[config.mk]
export PLATFORM = sky130hd
export DESIGN_NAME = arq_front
export DESIGN_NICKNAME = d
export VERILOG_FILES = /design/src/rtl/core/arq_pkg.sv /design/src/rtl/core/arq_front.sv
export VERILOG_INCLUDE_DIRS = /design/src /design/src/rtl/core
export SDC_FILE = /design/constraint.sdc
export NUM_CORES = 1
export LEC_CHECK = 0
export ABC_AREA = 1
export BUFFER_PORTS_ARGS = -buffer_cell sky130_fd_sc_hd__buf_2
export CELL_PAD_IN_SITES_DETAIL_PLACEMENT = 2
export CELL_PAD_IN_SITES_GLOBAL_PLACEMENT = 2
export CORE_MARGIN = 8
export CORE_UTILIZATION = 27
export DETAILED_ROUTE_END_ITERATION = 7
export PLACE_DENSITY = 0.83
export REMOVE_ABC_BUFFERS = 1
export SYNTH_ARGS = -nofsm -noshare
export SYNTH_HDL_FRONTEND = slang
export SYNTH_SLANG_ARGS = --single-unit
export TNS_END_PERCENT = 100
[constraint.sdc]
create_clock -name clk_i -period 5.8 [get_ports clk_i]
set_clock_uncertainty 0.15 [all_clocks]
set_input_delay 1.16 -clock clk_i [delete_from_list [all_inputs] [get_ports clk_i]]
set_output_delay 1.16 -clock clk_i [all_outputs]
set_load 0.01 [all_outputs]
[src/rtl/core/multi_stream_stop_and_wait_arq_core_assert.svh]
// assertion macros shared by the core modules
`ifndef MULTI_STREAM_STOP_AND_WAIT_ARQ_CORE_ASSERT_SVH
`define MULTI_STREAM_STOP_AND_WAIT_ARQ_CORE_ASSERT_SVH

// implication checked on every edge outside reset
`define ARQ_ASSERT_IMP(label, clk, rst_n, pre, post) \
  label: assert property (@(posedge clk) disable iff (!rst_n) (pre) |-> (post)) \
    else $error("arq check failed");

// implication checked in the cycle after the premise
`define ARQ_ASSERT_NEXT(label, clk, rst_n, pre, post) \
  label: assert property (@(posedge clk) disable iff (!rst_n) (pre) |=> (post)) \
    else $error("arq check failed");

`endif

[src/rtl/core/arq_pkg.sv]
`default_nettype none
package arq_pkg;

  localparam int unsigned TagW  = 16;
  localparam int unsigned CtrW  = 16;
  localparam int unsigned TimeW = 64;
  localparam int unsigned StrW  = 3;
  localparam int unsigned TmoW  = 16;
  localparam int unsigned CfgW  = 15;
  localparam int unsigned CfgIdxW = 1;
  localparam logic [CfgW-1:0] BaseReset = 15'd1500;
  localparam logic [CfgW-1:0] CapReset  = 15'd6000;

  typedef enum logic [1:0] {
    ACT_UNREL = 2'd0,
    ACT_QUEUE = 2'd1,
    ACT_RCPT  = 2'd2,
    ACT_TICK  = 2'd3
  } action_e;

  typedef enum logic [1:0] {
    RES_TX_UNREL = 2'd0,
    RES_TX_REL   = 2'd1,
    RES_RESP     = 2'd2,
    RES_REPORT   = 2'd3
  } result_e;

  typedef enum logic [2:0] {
    RK_OK      = 3'd0,
    RK_PKT_ERR = 3'd1,
    RK_PAY_ERR = 3'd2,
    RK_CORR    = 3'd3
  } rkind_e;

  typedef enum logic [2:0] {
    ST_NONE      = 3'd0,
    ST_BAD_TYPE  = 3'd1,
    ST_EMPTY     = 3'd2,
    ST_MISMATCH  = 3'd3,
    ST_OUTDATED  = 3'd4,
    ST_CORRECTED = 3'd5,
    ST_FULL      = 3'd6
  } status_e;

  localparam logic [0:0] CFG_BASE = 1'b0;
  localparam logic [0:0] CFG_CAP  = 1'b1;

  typedef struct packed {
    logic [1:0]       action;
    logic [StrW-1:0]  stream;
    logic [TagW-1:0]  request_tag;
    logic [TimeW-1:0] stamp_time;
    logic [2:0]       receipt_kind;
    logic [CtrW-1:0]  receipt_counter;
    logic [CtrW-1:0]  corrected_counter;
    logic             stamp_valid;
  } in_item_t;

  typedef struct packed {
    logic [1:0]       result_kind;
    logic [StrW-1:0]  out_stream;
    logic [TagW-1:0]  out_tag;
    logic [CtrW-1:0]  out_counter;
    logic [TimeW-1:0] out_time;
    logic [1:0]       response_kind;
    logic [2:0]       status_code;
    logic             last;
  } out_item_t;

endpackage
`default_nettype wire

[src/rtl/core/arq_front.sv]
`default_nettype none
module arq_front
  import arq_pkg::*;
#(
  parameter int unsigned NumStreams = 5
) (
  input  wire logic     clk_i,
  input  wire logic     rst_ni,
  input  wire logic     start_i,
  input  wire in_item_t item_i,
  input  wire logic     back_busy_i,
  output logic          busy_o,
  output logic          push_o,
  output in_item_t      item_o
);
  logic     full_q;
  in_item_t hold_q;

  // single-entry queue between decode side and engine
  assign busy_o = full_q;
  assign push_o = full_q && !back_busy_i;
  assign item_o = hold_q;

  always_ff @(posedge clk_i or negedge rst_ni) begin
    if (!rst_ni) begin
      full_q <= 1'b0;
    end else if (start_i && !full_q) begin
      // drop items with no effect: out-of-range stream on a non-tick
      full_q <= (item_i.action == ACT_TICK) ||
                ({1'b0, item_i.stream} < (StrW+1)'(NumStreams));
    end else if (push_o) begin
      full_q <= 1'b0;
    end
  end

  always_ff @(posedge clk_i) begin
    if (start_i && !full_q) begin
      hold_q <= item_i;
    end
  end

  `include "multi_stream_stop_and_wait_arq_core_assert.svh"
  `ARQ_ASSERT_NEXT(a_hold_stable, clk_i, rst_ni, full_q && !push_o, full_q)
  `ARQ_ASSERT_IMP(a_push_full, clk_i, rst_ni, push_o, full_q)
  `ARQ_ASSERT_IMP(a_busy_full, clk_i, rst_ni, busy_o, full_q)
endmodule
`default_nettype wire

==> results_dict.tcl, run 1 <==
set metrics [dict create \
    status "completed" \
    dr.pass1.iters 4 \
    vdd_ir_drop_max_mv 0.224 \
    yosysSeqAreaShare 0.987 \
    place_ws_ns 2.99 \
    clk_pin_slew_ns 0.05 \
    worstSetupPathType "in -> out" \
    fin_crit_ns 2.81 \
    cts_max_level 4 \
    worst-r2r-cell-count 2 \
    comb_power_share 0.083 \
    cp_max_fo 2 \
    setup_violations 0 \
    post_cts_resized 0 \
    insertion_delay_ns 0.41 \
    syn2layout_area_growth_pct 54.7 \
    r2r-start "busy_o" \
    io_buffers 247 \
    io_pins 248 \
    routedWlPerCell_um 20.2 \
    wirelength_mm 12.1 \
    grt_util_met2 0.244 \
    rsz0062_at_grt "no" \
    post_cts_buffers 0 \
    syn_area_sq_um 3710 \
    required_ns 4.49 \
    overflow 0 \
    holdCritPathClass "in -> async" \
    swShare 0.216 \
    power.internal_w 0.00175 \
    p_leak_nw 2.45 \
    p_sw_w 0.000482 \
    period_share 0.484 \
    total_power_w 0.00223 \
    use_met1 0.115 \
    grt_start_max_net_pins 62 \
    fp.dieArea_sq_um 17700 \
    antenna_found_initial 2 \
    n_fill_cell 1401 \
    avgSynthCellArea_sq_um 27.7 \
    via_per_inst 3.98 \
    drive_gt1_frac 0.663 \
    rr_endpoint "item_o[97]" \
    grt_pass1_vias 2836 \
    max_slew_margin 0.484 \
    multi_input_area_sq_um 38.8 \
    postSynthCellCount 134 \
    rows 43 \
    seqCellArea_sq_um 3660 \
    finalHoldViolations 0 \
    root_buffer "clkbuf_16" \
    ctsHoldBuffers 0 \
    place.gp.congestion 0.691 \
    vias 2372 \
    clkPwrFrac 0.435 \
    post-dp-hpwl_mm 9.63 \
    die_y_um 133 \
    crit_end "push_o" \
    worst_slack_ns 2.99 \
    endpoint_kind "output port" \
    clkSinkCount 122 \
    grt_use_total 0.134 \
    grt_use_met3 0.0761 \
    cts_made_buffers 17 \
    hold_ws_ns 0.366 \
    grt_pass1_wl_mm 17.2 \
    initial_core_util 0.271 \
    cp-startpoint "back_busy_i" \
    grt-busiest-layer "met2" \
    yosys_warnings 0 \
    nNetsFinal 527 \
    route.detailed.drc 0 \
    max_freq_mhz 356 \
    first_iter_violations 112 \
    report.final.slew_viol_count 0 \
    fin_setup_tns_ns 0 \
    cts_tree "done" \
    max_slew.worst_pin.slew_ns 0.774 \
    critPathLaunchType "input port" \
    ant_nets 0 \
    die_w_um 133 \
    max-cap-violations 0 \
    yosysUniqueCellTypes 7 \
    clock_path_buffers 2 \
    power_density_nw_per_um2 390 \
    arrival_ns 1.50 \
    core_area_sq_um 13700 \
    synth_seq_cells 122 \
    p_seq_frac 0.482 \
    worst-r2r-setup-slack_ns 4.06 \
]
[cell usage after synthesis]
| cell type | instances | area [sq um] |
|---|---|---|
| edfxtp_1 | 121 | 3630 |
| dfrtp_1 | 1 | 25.0 |
| nand3_1 | 1 | 5.00 |
| nor2_1 | 1 | 3.75 |
| nor2_2 | 1 | 6.26 |
| inv_1 | 4 | 15.0 |
| nand2_1 | 5 | 18.8 |
[sequential cells by signal (all words and copies together) (netlist names)]
signal and cells:
item_o 121, busy_o 1
[power by group through the flow]
stage | sequential (W) | combinational (W) | clock [W]
2_1_floorplan | 0.00113 | 0.0000280 | 0
3_3_place_gp | 0.00109 | 0.000184 | 0
3_5_place_dp | 0.00109 | 0.000192 | 0
4_1_cts | 0.00108 | 0.000192 | 0.000997
5_1_grt | 0.00108 | 0.000201 | 0.00104
6_report | 0.00108 | 0.000186 | 0.000972
[layout by cell type, fill, tap and decap left out]
cell type     n
buf_2       247
edfxtp_1    121
clkbuf_16    17
nand2_1       5
clkinv_2      5
inv_1         4
clkbuf_1      4
clkinv_1      3
bufinv_16     2
buf_4         2
diode_2       1
nor2_4        1
nor2_1        1
nand3_1       1
dfrtp_1       1
clkinvlp_4    1
[metrics by stage]
step	instances	utilization	cell area [sq um]
final	596	0.420	5740
after global routing	596	0.420	5740
after CTS	595	0.420	5730
after detailed placement	563	0.380	5190
after global placement	563	0.380	5190
after floorplan	134	-	3710
[cells by family (layout without fill, tap and decap cells)]
group                  after synthesis  count (layout)  synth area share
buffers and inverters                4             285           0.00405
and+or+nand+nor                      8               8           0.00911
DFF                                122             122             0.987
other                                0               1                 0
[area by class of cell]
class                   instances  share of cell area
well taps                     180              0.0393
clock buffers                  21              0.0768
inverters                       4             0.00262
flip-flops and latches        122               0.638
repair buffers                249               0.218
clock inverters                11              0.0181
multi-input cells               8             0.00676
diodes                          1            0.000436
[routing by layer]
metal | part of all wire | wire [um]
met1 | 0.33 | 3960
met2 | 0.55 | 6580
met3 | 0.10 | 1240
met4 | 0.021 | 258
met5 | 0.0013 | 16
[how the worst min path moves through the flow]
stage	start	end	slack, ns	depth (start not counted)
after detailed placement	busy_o	busy_o	0.49	2
after global routing	rst_ni	busy_o	0.34	1
final	rst_ni	busy_o	0.37	1
after CTS	rst_ni	busy_o	0.34	1
after global placement	busy_o	busy_o	0.41	2
after floorplan	busy_o	busy_o	0.41	2
[critical path: stages]
cell and delay (ns):
buf_2 0.11, nor2_1 0.10, buf_2 0.14
Note: power is estimated with default switching activity, not from simulation.
==> run 2: changes to the inputs <==
Settings changed: ABC_AREA 1 to 0, PLACE_DENSITY 0.83 to 0.82.
Clock period 5.8 ns to 2.8 ns, I/O delays scaled along.
==> run 2 against run 1 <==
  * Area after synthesis barely moved
  * Synthesized cell count fell by 4.5%
  * Critical endpoint unchanged
  * Cell area rose by 3.5%
  * Sequential share of layout area fell by 2.2 points
  * Combinational power rose by 140%
  * Die area barely moved
  * Global-route usage rose by 0.32 points
==> results_dict.tcl, run 2 <==
set metrics [dict create \
    yosysMostFrequentCell "edfxtp_1" \
    avgSynthCellArea_sq_um 28.9 \
    synth_edf_count 121 \
    overflow 0 \
    via_per_inst 3.99 \
    cts_made_buffers 17 \
    period_share 0.667 \
    place_area_sq_um 5250 \
    grt_pass1_vias 2757 \
    clkSinkCount 122 \
    grt_use_total 0.137 \
    wirelength_mm 12.1 \
    ys_top_cells_by_count "121 x edfxtp_1, 2 x nor2b_1" \
    max_slew.worst_pin.slew_ns 0.703 \
    finalHoldViolations 0 \
    slowest_stage "dfrtp_1" \
    power.internal_w 0.00413 \
    max_slew_margin 0.530 \
    synth-simple-area-share 0.00743 \
    place_ws_ns 0.747 \
    synth_seq_cells 122 \
    ctsHoldBuffers 1 \
    synthAdderAreaFrac 0 \
    post_cts_resized 0 \
    grt_pass1_wl_mm 17.3 \
    worst-r2r-cell-count 2 \
    cts_max_level 4 \
    initial_core_util 0.271 \
    worst-r2r-setup-slack_ns 0.99 \
    syn2layout_area_growth_pct 60.3 \
    dr.pass1.iters 3 \
    post-dp-hpwl_mm 9.83 \
    vias 2365 \
    synth_top_family_by_area "simple AND/OR/NAND/NOR gates" \
    p_sw_w 0.00106 \
    worst_slack_ns 0.934 \
    synth_compound_area_frac 0.00507 \
    yosys_warnings 0 \
    cts_tree "done" \
    p_seq_frac 0.433 \
    setup_violations 0 \
    synth_area_leaders "edfxtp_1 98%, dfrtp_1 0.68%, nor2b_1 0.34%" \
    slowest_delay_ns 0.43 \
    arrival_ns 1.16 \
    place.gp.congestion 0.725 \
    rows 43 \
    root_buffer "clkbuf_16" \
    rr_endpoint "item_o[115]" \
    endpoint_kind "output port" \
    synthMuxAreaShare 0 \
    io_pins 248 \
    vdd_ir_drop_max_mv 0.467 \
    status "completed" \
    crit_chain "nor2b_1, buf_2" \
    report.final.slew_viol_count 0 \
    clock_path_buffers 2 \
    min_to "item_o[66]" \
    syn_area_sq_um 3700 \
    post-route-cell-area_sq_um 5940 \
    yosysUniqueCellTypes 7 \
    largest_reg_flops 121 \
    clkPwrFrac 0.482 \
    first_iter_violations 111 \
    cp_max_fo 5 \
    r2r-start "busy_o" \
    route.detailed.drc 0 \
    ant_nets 0 \
    fin_crit_ns 1.87 \
    synth_async_sr_flop_share 0.00820 \
    max-cap-violations 0 \
    comb_power_share 0.085 \
    drive_gt1_frac 0.683 \
    routedWlPerCell_um 20.5 \
    worstSetupPathType "reg -> out" \
    synth-xor-area-share 0 \
    insertion_delay_ns 0.41 \
    antenna_found_initial 2 \
    postSynthCellCount 128 \
    seqCellArea_sq_um 3660 \
    die_y_um 133 \
    n_fill_cell 1381 \
    holdCritPathClass "in -> reg" \
    power_density_nw_per_um2 874 \
    io_buffers 247 \
    synth_top_area_cell "edfxtp_1" \
    synthFlopType "edfxtp_1" \
    nNetsFinal 525 \
    p_leak_nw 2.52 \
    grt_start_max_net_pins 36 \
    hold_path_depth 1 \
    core_area_sq_um 13700 \
    critPathLaunchType "flip-flop" \
    antennaDiodeCount 0 \
    hold_ws_ns 0.174 \
    die_w_um 133 \
    required_ns 2.09 \
    rsz0062_at_grt "no" \
    yosysTopAreaCellShare 0.981 \
    hold_start "item_i[66]" \
    post_cts_buffers 0 \
    multi_input_area_sq_um 53.8 \
    layout_commonest_cell "buf_2" \
    swShare 0.203 \
    fp.dieArea_sq_um 17700 \
    clk_pin_slew_ns 0.06 \
    max_freq_mhz 536 \
    final_cell_mix "247 x buf_2, 121 x edfxtp_1, 17 x clkbuf_16, 7 x bufinv_16" \
    yosysSeqAreaShare 0.988 \
]
run 2: changes by cell type after synthesis, sizes merged:
cell / delta
nand2: -5
and2: +1
nor2: -2
a211o: +1
nor4b: +1
inv: -4
nand3: -1
a21bo: +1
nor2b: +2
run 2: final cells by class:
class                           instances  share of cell area
Sequential cell                       122               0.616
Tap cell                              180              0.0379
Clock buffer                           18              0.0723
Multi-Input combinational cell          6             0.00906
Clock inverter                         14              0.0421
Timing Repair Buffer                  253               0.223
run 2: logic make-up (layout without fill, tap and decap cells):
logic type,Yosys count,count (layout)
buffers and inverters,0,285
DFF,122,122
and+or+nand+nor,4,4
AOI/OAI and AO/OA,2,2
run 2: routing by layer:
layer,vias up,wire (um),GRT usage
met5,-,18,0
met1,1127,3920,0.121
met4,4,222,0.0667
met2,142,6730,0.250
li1,1073,-,-
met3,19,1240,0.0730
run 2: worst max-delay path: cells and delay by family (launching register included):
family	cells	cell delay, ns
flops	1	0.43
simple gates	1	0.16
buf+inv	1	0.15
run 2: stage by stage:
step            util  total power (W)  instances  setup TNS [ns]
6_report       0.435          0.00519        593               0
5_1_grt        0.435          0.00537        593               0
4_1_cts        0.435          0.00527        593               0
3_5_place_dp   0.384          0.00274        560               0
3_3_place_gp   0.384          0.00271        560               0
2_1_floorplan      -          0.00246        128         -464.42
run 2: power by group through the flow:
stage	sequential, W	combinational, W	clock, W
CTS	0.00225	0.000459	0.00256
global route	0.00226	0.000479	0.00263
global placement	0.00227	0.000437	0
finish	0.00225	0.000443	0.00250
detailed placement	0.00229	0.000456	0
floorplan	0.00239	0.0000651	0
run 2: how the worst max path moves through the flow:
stage	start	endpoint	slack (ns)	cells after the start
finish	busy_o	push_o	0.93	2
CTS	busy_o	push_o	0.89	2
global placement	start_i	item_o[3]	0.80	3
floorplan	start_i	item_o[0]	-3.81	1
global route	busy_o	push_o	0.87	2
detailed placement	start_i	item_o[100]	0.75	3
==> run 3: changes to the inputs <==
Settings changed: ABC_AREA 0 to 1, CORE_UTILIZATION 27 to 24, PLACE_DENSITY 0.82 to 0.78.
Clock period 2.8 ns to 1.5 ns, I/O delays scaled along.
==> run 3 against run 2 <==
  * The flow now stops in clock tree synthesis (4_1_cts)
  * Area after synthesis is essentially flat
  * Synthesized cell count grew 4.7%
==> results_dict.tcl, run 3 <==
set metrics [dict create \
    status "aborted with a tool error" \
    lastStage "clock tree synthesis (4_1_cts)" \
    firstError "[ERROR RSZ-0060] Max buffer count reached." \
    post-dp-hpwl_mm 9.69 \
    die_y_um 140 \
    synth_top_area_cell "edfxtp_1" \
    cts_made_buffers 17 \
    ys_top_cells_by_count "121 x edfxtp_1, 5 x nand2_1, 4 x inv_1" \
    yosysTopAreaCellShare 0.980 \
    yosysMostFrequentCell "edfxtp_1" \
    place_ws_ns 0.0383 \
    die_w_um 140 \
    clock_path_buffers 2 \
    yosysSeqAreaShare 0.987 \
    synth_seq_cells 122 \
    syn_area_sq_um 3710 \
    ctsHoldBuffers 121 \
    initial_core_util 0.245 \
    synth_edf_count 121 \
    cts_max_level 4 \
    place_area_sq_um 5220 \
    clkSinkCount 122 \
    post_cts_resized 2 \
    rows 45 \
    yosys_warnings 0 \
    io_pins 248 \
    io_buffers 247 \
    synth_async_sr_flop_share 0.00820 \
    place.gp.congestion 0.739 \
    root_buffer "clkbuf_16" \
    yosysUniqueCellTypes 7 \
    synth_area_leaders "edfxtp_1 98%, dfrtp_1 0.67%, nand2_1 0.51%" \
    synthFlopType "edfxtp_1" \
    avgSynthCellArea_sq_um 27.7 \
    post_cts_buffers 0 \
    postSynthCellCount 134 \
]
-- run 3: logic make-up after synthesis --
family	after synthesis	share of synthesized area
DFF	122	0.987
and+or+nand+nor	8	0.00911
buffers and inverters	4	0.00405
-- run 3: per-stage QoR --
step,hold slack [ns],instances,TNS [ns]
floorplan,-0.146,134,-331.10
global placement,-0.0752,571,0
detailed placement,-0.0698,571,0
==> run 4: changes to the inputs <==
Settings changed: CELL_PAD_IN_SITES_DETAIL_PLACEMENT 2 to default, CELL_PAD_IN_SITES_GLOBAL_PLACEMENT 2 to default, CORE_UTILIZATION 24 to 30, PLACE_DENSITY 0.78 to default, PLACE_DENSITY_LB_ADDON from default to 0.15.
Clock period 1.5 ns to 2 ns, I/O delays scaled along.
==> run 4 against run 3 <==
  * The run now ends clean
==> results_dict.tcl, run 4 (synthesized netlist as in run 1, its figures left out) <==
set metrics [dict create \
    rows 40 \
    fin_crit_ns 1.62 \
    power_density_nw_per_um2 1010 \
    clkSinkCount 122 \
    rsz0062_at_grt "no" \
    p_leak_nw 2.80 \
    cts_made_buffers 17 \
    vias 2592 \
    utilization 0.542 \
    arrival_ns 1.07 \
    io_buffers 247 \
    antenna_found_initial 0 \
    max_slew_margin 0.747 \
    hold_ws_ns 0.0179 \
    period_share 0.808 \
    largest_reg_flops 121 \
    drive_gt1_frac 0.558 \
    post-dp-hpwl_mm 7.84 \
    wirelength_mm 11.1 \
    nNetsFinal 607 \
    die_w_um 127 \
    total_power_w 0.00658 \
    layout_commonest_cell "buf_2" \
    core_area_sq_um 12100 \
    holdCritPathClass "in -> reg" \
    fin_setup_tns_ns 0 \
    max-cap-violations 0 \
    clock_path_buffers 2 \
    max_slew.worst_pin.slew_ns 0.380 \
    cts_tree "done" \
    report.final.slew_viol_count 0 \
    critPathLaunchType "flip-flop" \
    required_ns 1.45 \
    initial_core_util 0.307 \
    clk_pin_slew_ns 0.05 \
    place.gp.congestion 0.713 \
    finalHoldViolations 0 \
    first_iter_violations 92 \
    grt_pass1_vias 3035 \
    status "completed" \
    ant_nets 0 \
    max_freq_mhz 619 \
    final_cell_mix "247 x buf_2, 121 x edfxtp_1, 80 x dlygate4sd3_1, 17 x clkbuf_16, 7 x clkinv_2" \
    routedWlPerCell_um 16.8 \
    grt_use_total 0.137 \
    dr.pass1.iters 4 \
    worstSetupPathType "reg -> out" \
    vdd_ir_drop_max_mv 0.553 \
    setup_violations 0 \
    antennaDiodeCount 0 \
    root_buffer "clkbuf_16" \
    io_pins 248 \
    via_per_inst 3.91 \
    die_y_um 127 \
    endpoint_kind "output port" \
    cts_max_level 4 \
    cp_max_fo 4 \
    grt_start_max_net_pins 70 \
    insertion_delay_ns 0.40 \
    syn2layout_area_growth_pct 76.5 \
    overflow 0 \
    grt_pass1_wl_mm 16.3 \
    route.detailed.drc 0 \
    fp.dieArea_sq_um 16200 \
]
==> run 4: layout make-up <==
cell class	count	area [sq um]
clock buffers	20	437
clock inverters	12	106
fillers	980	5520
inverters	4	15.0
multi-input cells	8	38.8
flip-flops and latches	122	3660
well taps	168	210
repair buffers	329	2080
==> run 4: layer usage <==
| metal | track usage | up-vias | routed length, um |
|---|---|---|---|
| li1 | - | 1232 | - |
| met4 | 0.0819 | 0 | 264 |
| met1 | 0.119 | 1198 | 3710 |
| met2 | 0.238 | 146 | 5820 |
| met3 | 0.0832 | 16 | 1310 |
| met5 | 0 | - | 0 |
==> run 4: what timing repair did <==
| action | CTS | global route |
|---|---|---|
| hold buffers | 75 | 5 |
| buffers inserted | 0 | 0 |
| hold endpoints to repair | 75 | 5 |
| gates resized for setup | 0 | 0 |
==> run 4: worst paths after layout <==
kind / slack [ns] / depth (start not counted) / startpoint / endpoint
setup / recovery: 0.38 / 3 / busy_o / push_o
max in group asynchronous: 1.45 / 2 / rst_ni / busy_o
setup reg to reg: 0.52 / 2 / busy_o / item_o[68]
min in group asynchronous: 0.17 / 2 / rst_ni / busy_o
hold / removal: 0.02 / 1 / item_i[16] / item_o[16]
hold reg to reg: 0.43 / 2 / busy_o / busy_o
==> run 4: worst max-delay path: stages, from the launching register on <==
cell	delay, ns
dfrtp_1	0.42
inv_1	0.05
nor2_1	0.07
buf_2	0.13
==> run 4: power by group <==
part / total (W) / switching, W / internal, W
registers: 0.00311 / 0.0000483 / 0.00306
clock network: 0.00280 / 0.00100 / 0.00180
logic: 0.000672 / 0.000347 / 0.000325
total: 0.00658 / 0.00140 / 0.00519
==> run 4: metrics by stage <==
stage	cells	setup slack, ns	cell area (sq um)
6_report	663	0.384	6540
5_1_grt	663	0.293	6540
4_1_cts	658	0.343	6490
3_5_place_dp	551	0.460	5200
3_3_place_gp	551	0.459	5200
2_1_floorplan	134	-2.22	3710
